[config.mk]
export PLATFORM = sky130hd
export DESIGN_NAME = ohash_ctrl
export DESIGN_NICKNAME = d
export VERILOG_FILES = /design/src/hdl/ohash_pkg.sv /design/src/hdl/ohash_ctrl.sv
export SDC_FILE = /design/constraint.sdc
export NUM_CORES = 1
export LEC_CHECK = 0
export BUFFER_PORTS_ARGS = -buffer_cell sky130_fd_sc_hd__buf_2
export CAP_MARGIN = 0
export CORE_AREA = 3 3 40 42
export CTS_CLUSTER_DIAMETER = 30
export DETAILED_ROUTE_END_ITERATION = 7
export DIE_AREA = 0 0 43 45
export PLACE_DENSITY = 0.51
export SLEW_MARGIN = 20
export SYNTH_ARGS = -nofsm -noshare
export SYNTH_HDL_FRONTEND = slang
export SYNTH_SLANG_ARGS = --single-unit
[constraint.sdc]
create_clock -name aclk -period 1.8 [get_ports aclk]
set_clock_uncertainty 0.05 [all_clocks]
set_input_delay 0.36 -clock aclk [delete_from_list [all_inputs] [get_ports aclk]]
set_output_delay 0.36 -clock aclk [all_outputs]
set_load 0.03 [all_outputs]
[src/hdl/ohash_pkg.sv]
// ----------------------------------------------------------------------------
// ohash_pkg
// Shared types and constants of the open-addressing hash table.
// ----------------------------------------------------------------------------
package ohash_pkg;

    localparam int KEY_BYTE_BITS = 8;
    localparam int KEY_BITS      = 2 * KEY_BYTE_BITS;
    localparam int HASH_MULT     = 33;
    localparam int HASH_MAX      = HASH_MULT * 255 + 255;
    localparam int HASH_W        = $clog2(HASH_MAX + 1);

    localparam int IN_VALUE_BITS = 32;
    localparam int OUT_VALUE_BITS = 32;
    localparam int SLOT_OUT_BITS = 8;
    localparam int STATUS_BITS   = 2;

    localparam int S_TDATA_W = 2 * KEY_BYTE_BITS + IN_VALUE_BITS;
    localparam int S_TUSER_W = 1;
    localparam int M_TDATA_W = OUT_VALUE_BITS + SLOT_OUT_BITS;
    localparam int M_TUSER_W = STATUS_BITS;

    localparam logic CMD_INSERT = 1'b0;
    localparam logic CMD_LOOKUP = 1'b1;

    localparam logic [STATUS_BITS-1:0] ST_OK        = 2'd0;
    localparam logic [STATUS_BITS-1:0] ST_NOT_FOUND = 2'd1;
    localparam logic [STATUS_BITS-1:0] ST_FULL      = 2'd2;

    // Commands from the controller to the datapath.
    typedef struct packed {
        logic load;
        logic reduce;
        logic advance;
        logic finish_hit;
        logic finish_miss;
        logic clear_step;
    } ohash_cmd_t;

    // Status from the datapath to the controller.
    typedef struct packed {
        logic red_done;
        logic hit;
        logic last_probe;
        logic clear_last;
    } ohash_stat_t;

endpackage

[src/hdl/ohash_ctrl.sv]
// ----------------------------------------------------------------------------
// ohash_ctrl
// Controller: clearing pass, request intake, hash reduction, probe loop
// and the result register handshake.
// ----------------------------------------------------------------------------
module ohash_ctrl (
    input  logic                   aclk,
    input  logic                   aresetn,
    input  logic                   s_tvalid,
    output logic                   s_tready,
    output logic                   m_tvalid,
    input  logic                   m_tready,
    input  ohash_pkg::ohash_stat_t stat,
    output ohash_pkg::ohash_cmd_t  cmd
);
    import ohash_pkg::*;

    typedef enum logic [2:0] {
        S_CLEAR,
        S_IDLE,
        S_HASH,
        S_READ,
        S_EVAL
    } state_t;

    state_t state_reg, state_next;
    logic   s_tready_reg, s_tready_next;
    logic   m_tvalid_reg, m_tvalid_next;
    logic   out_free;

    assign out_free = !m_tvalid_reg || m_tready;

    always_comb begin
        cmd        = '0;
        state_next = state_reg;
        case (state_reg)
            S_CLEAR: begin
                cmd.clear_step = 1'b1;
                if (stat.clear_last) begin
                    state_next = S_IDLE;
                end
            end
            S_IDLE: begin
                if (s_tvalid) begin
                    cmd.load   = 1'b1;
                    state_next = S_HASH;
                end
            end
            S_HASH: begin
                cmd.reduce = 1'b1;
                if (stat.red_done) begin
                    state_next = S_READ;
                end
            end
            S_READ: begin
                state_next = S_EVAL;
            end
            S_EVAL: begin
                // A final answer waits here until the result register is free.
                if (stat.hit) begin
                    if (out_free) begin
                        cmd.finish_hit = 1'b1;
                        state_next     = S_IDLE;
                    end
                end else if (stat.last_probe) begin
                    if (out_free) begin
                        cmd.finish_miss = 1'b1;
                        state_next      = S_IDLE;
                    end
                end else begin
                    cmd.advance = 1'b1;
                    state_next  = S_READ;
                end
            end
            default: begin
                state_next = S_IDLE;
            end
        endcase
    end

    always_comb begin
        s_tready_next = (state_next == S_IDLE);
        if (cmd.finish_hit || cmd.finish_miss) begin
            m_tvalid_next = 1'b1;
        end else if (m_tready) begin
            m_tvalid_next = 1'b0;
        end else begin
            m_tvalid_next = m_tvalid_reg;
        end
    end

    always_ff @(posedge aclk) begin
        if (!aresetn) begin
            state_reg    <= S_CLEAR;
            s_tready_reg <= 1'b0;
            m_tvalid_reg <= 1'b0;
        end else begin
            state_reg    <= state_next;
            s_tready_reg <= s_tready_next;
            m_tvalid_reg <= m_tvalid_next;
        end
    end

    assign s_tready = s_tready_reg;
    assign m_tvalid = m_tvalid_reg;

endmodule

==> metrics.txt <==
root buf cell=clkbuf_4; setup_tns=0 ns; floorplan core area=0.001285 mm^2; Die Y=45 um; minimum clock period=about 1.7 ns; Worst Max-Slew Pin Slew=between 0.3 and 0.4 ns; io pins=16; maxcap violations=0; commonest cells in the netlist=5 x dfxtp_1, 3 x a21oi_1, 3 x nor3b_1; Min Hold Slack=0.3408 ns; number of global-route vias before repair=slightly above 300; ranking of synthesized cells by area=dfxtp_1 28%, buf_6 6.4%, nor3b_1 6.4%; CP Capture Type=output pin; Worst-path clk slew=0.04 ns; cell area after synthesis=roughly 350 um^2; gpl congestion=between 0.6 and 0.7; most common cell in the netlist=dfxtp_1; Max stage delay on crit path=around 0.40 ns; largest net degree at the start of global routing=11; CP arrival=~1.3 ns; ys flop type=dfxtp_1; RSZ-0062 raised after global routing=false; Nets=65; EDFF count, synth=0; CP Cell Sequence=or3b_4 > nor3_4 > buf_4; Antenna Cells=0; Pwr per Cell Area=between 600 and 700 mW/mm^2; remaining routing DRC violations=0; # H-tree levels=1; post-synthesis sequential area ratio=between 20% and 30%; grt ovf=0; Starting DRT DRC Count=10; number of placement rows=13; Total Routing Usage GR=under 10%; setup violators final=0; area growth from synthesis to layout=34.75%; Worst VDD drop=roughly 0.29 mV; period utilization=96.21%; Pre-antenna DRT Iters=3; Seq cells post-synth=5; antenna viol nets, final=0; layout cells sized above 1=between 50% and 60%; Vias/cell=4.690; DP HPWL=about 550 um; max reg flops=3; Yosys warnings=0; Die Area=approximately 0.0019 mm^2; Critical Path Source Type=flop; maximum fanout along the worst path=10; Mapped Nets=45; Clock Path Buffers=2; Hold Buf Count CTS=0; Netlist cell types=25; Syn Area/Cell=between 9 and 10 um^2; Initial Util=roughly 27%; post-synthesis cell count=37; Achievable Freq=around 580 MHz; Req. time, crit path=1.39 ns; vias=333; status=finished, final reports clean; IO Port Bufs=15; global-route wire length before repair=roughly 1200 um; fin. max-slew vios=0; hold crit path type=input port to flop; post-DR wirelength/cell=10.15 um; Slowest cell on crit path=or3b_4; Yosys top cell area share=28.37%; cell type with the largest total area after synthesis=dfxtp_1; clk_lat worst skew=between 0.2 and 0.25 ns; Slew headroom=between 70% and 80%; initial antenna violation count=0; critical path class=flop to output pin; # clock sinks=5; Post-synth ARST share=0%; DIE WIDTH=43 um; CTS buffer count=3; Final Hold Viols=0; CTS tree=yes; final wirelength=between 700 and 800 um; Pleak=~0.22 nW; post-layout power=~0.00033 W
## layer usage
metal  up-vias  track usage [%]  share of wire (%)
met5         -                0                  0
li1        175                -                  -
met1       141            9.592                 50
met4         0            5.422                1.2
met3         2            2.390                 11
met2        15            12.28                 37
## path summary, 6_finish.rpt
path	slack, ns	endpoint	depth (start not counted)	startpoint
hold / removal	0.34	state_reg[2]	2	aresetn
setup / recovery	0.07	cmd[3]	3	state_reg[1]
hold reg to reg	0.51	s_tready	2	state_reg[2]
setup reg to reg	0.40	s_tready	4	state_reg[1]
## area by class of cell
| cell class | instances | area (um^2) |
|---|---|---|
| well taps | 15 | 18.77 |
| repair buffers | 18 | 100.1 |
| flip-flops and latches | 5 | 102.6 |
| inverters | 1 | 3.754 |
| multi-input cells | 28 | 224.0 |
| fillers | 134 | 809.5 |
| clock buffers | 4 | 26.28 |
## logic make-up (layout without fill, tap and decap cells)
family,count (synthesis),in the layout,synth area share [%]
simple gates,17,17,37.24
compound gates,11,11,24.82
buf+inv,4,23,9.574
flops,5,5,28.37
## report_power, final
part           internal [W]  switching, W
sequential         0.000118    0.00000623
clock             0.0000837     0.0000436
combinational     0.0000323     0.0000467
total              0.000234     0.0000965
## metrics by stage
step | utilization [%] | worst slack, ns | std cells | area, um^2
floorplan | - | 0.2283 | 37 | 352.8
global placement | 33.59 | 0.2199 | 66 | 431.7
detailed placement | 33.59 | 0.2081 | 66 | 431.7
CTS | 36.42 | 0.02260 | 71 | 467.9
global route | 37.00 | 0.03005 | 71 | 475.5
finish | 37.00 | 0.06829 | 71 | 475.5
## cell usage in the layout (no fill, tap or decap), types with 2 or more instances in the layout
| cell | Yosys | routed |
|---|---|---|
| dfxtp_1 | 5 | 3 |
| nor2_1 | 2 | 2 |
| buf_4 | 1 | 4 |
| dfxtp_2 | 0 | 2 |
| clkbuf_4 | 0 | 3 |
| a21oi_1 | 3 | 3 |
| nor3b_1 | 3 | 2 |
| o21a_1 | 2 | 2 |
| nand2b_1 | 2 | 2 |
| buf_2 | 0 | 14 |
## critical path: cells and delay by family (launching register included)
family / cells / cell delay (ns)
and+or+nand+nor: 2 / 0.54
buffers and inverters: 1 / 0.18
DFF: 1 / 0.36
## repair_timing
item / in CTS / in global routing
endpoints found under the setup margin: 1 / 3
gates resized for setup: 1 / 3
buffers inserted: 1 / 0
pin swaps: 1 / 0
Power figures use the tool's default switching activity.
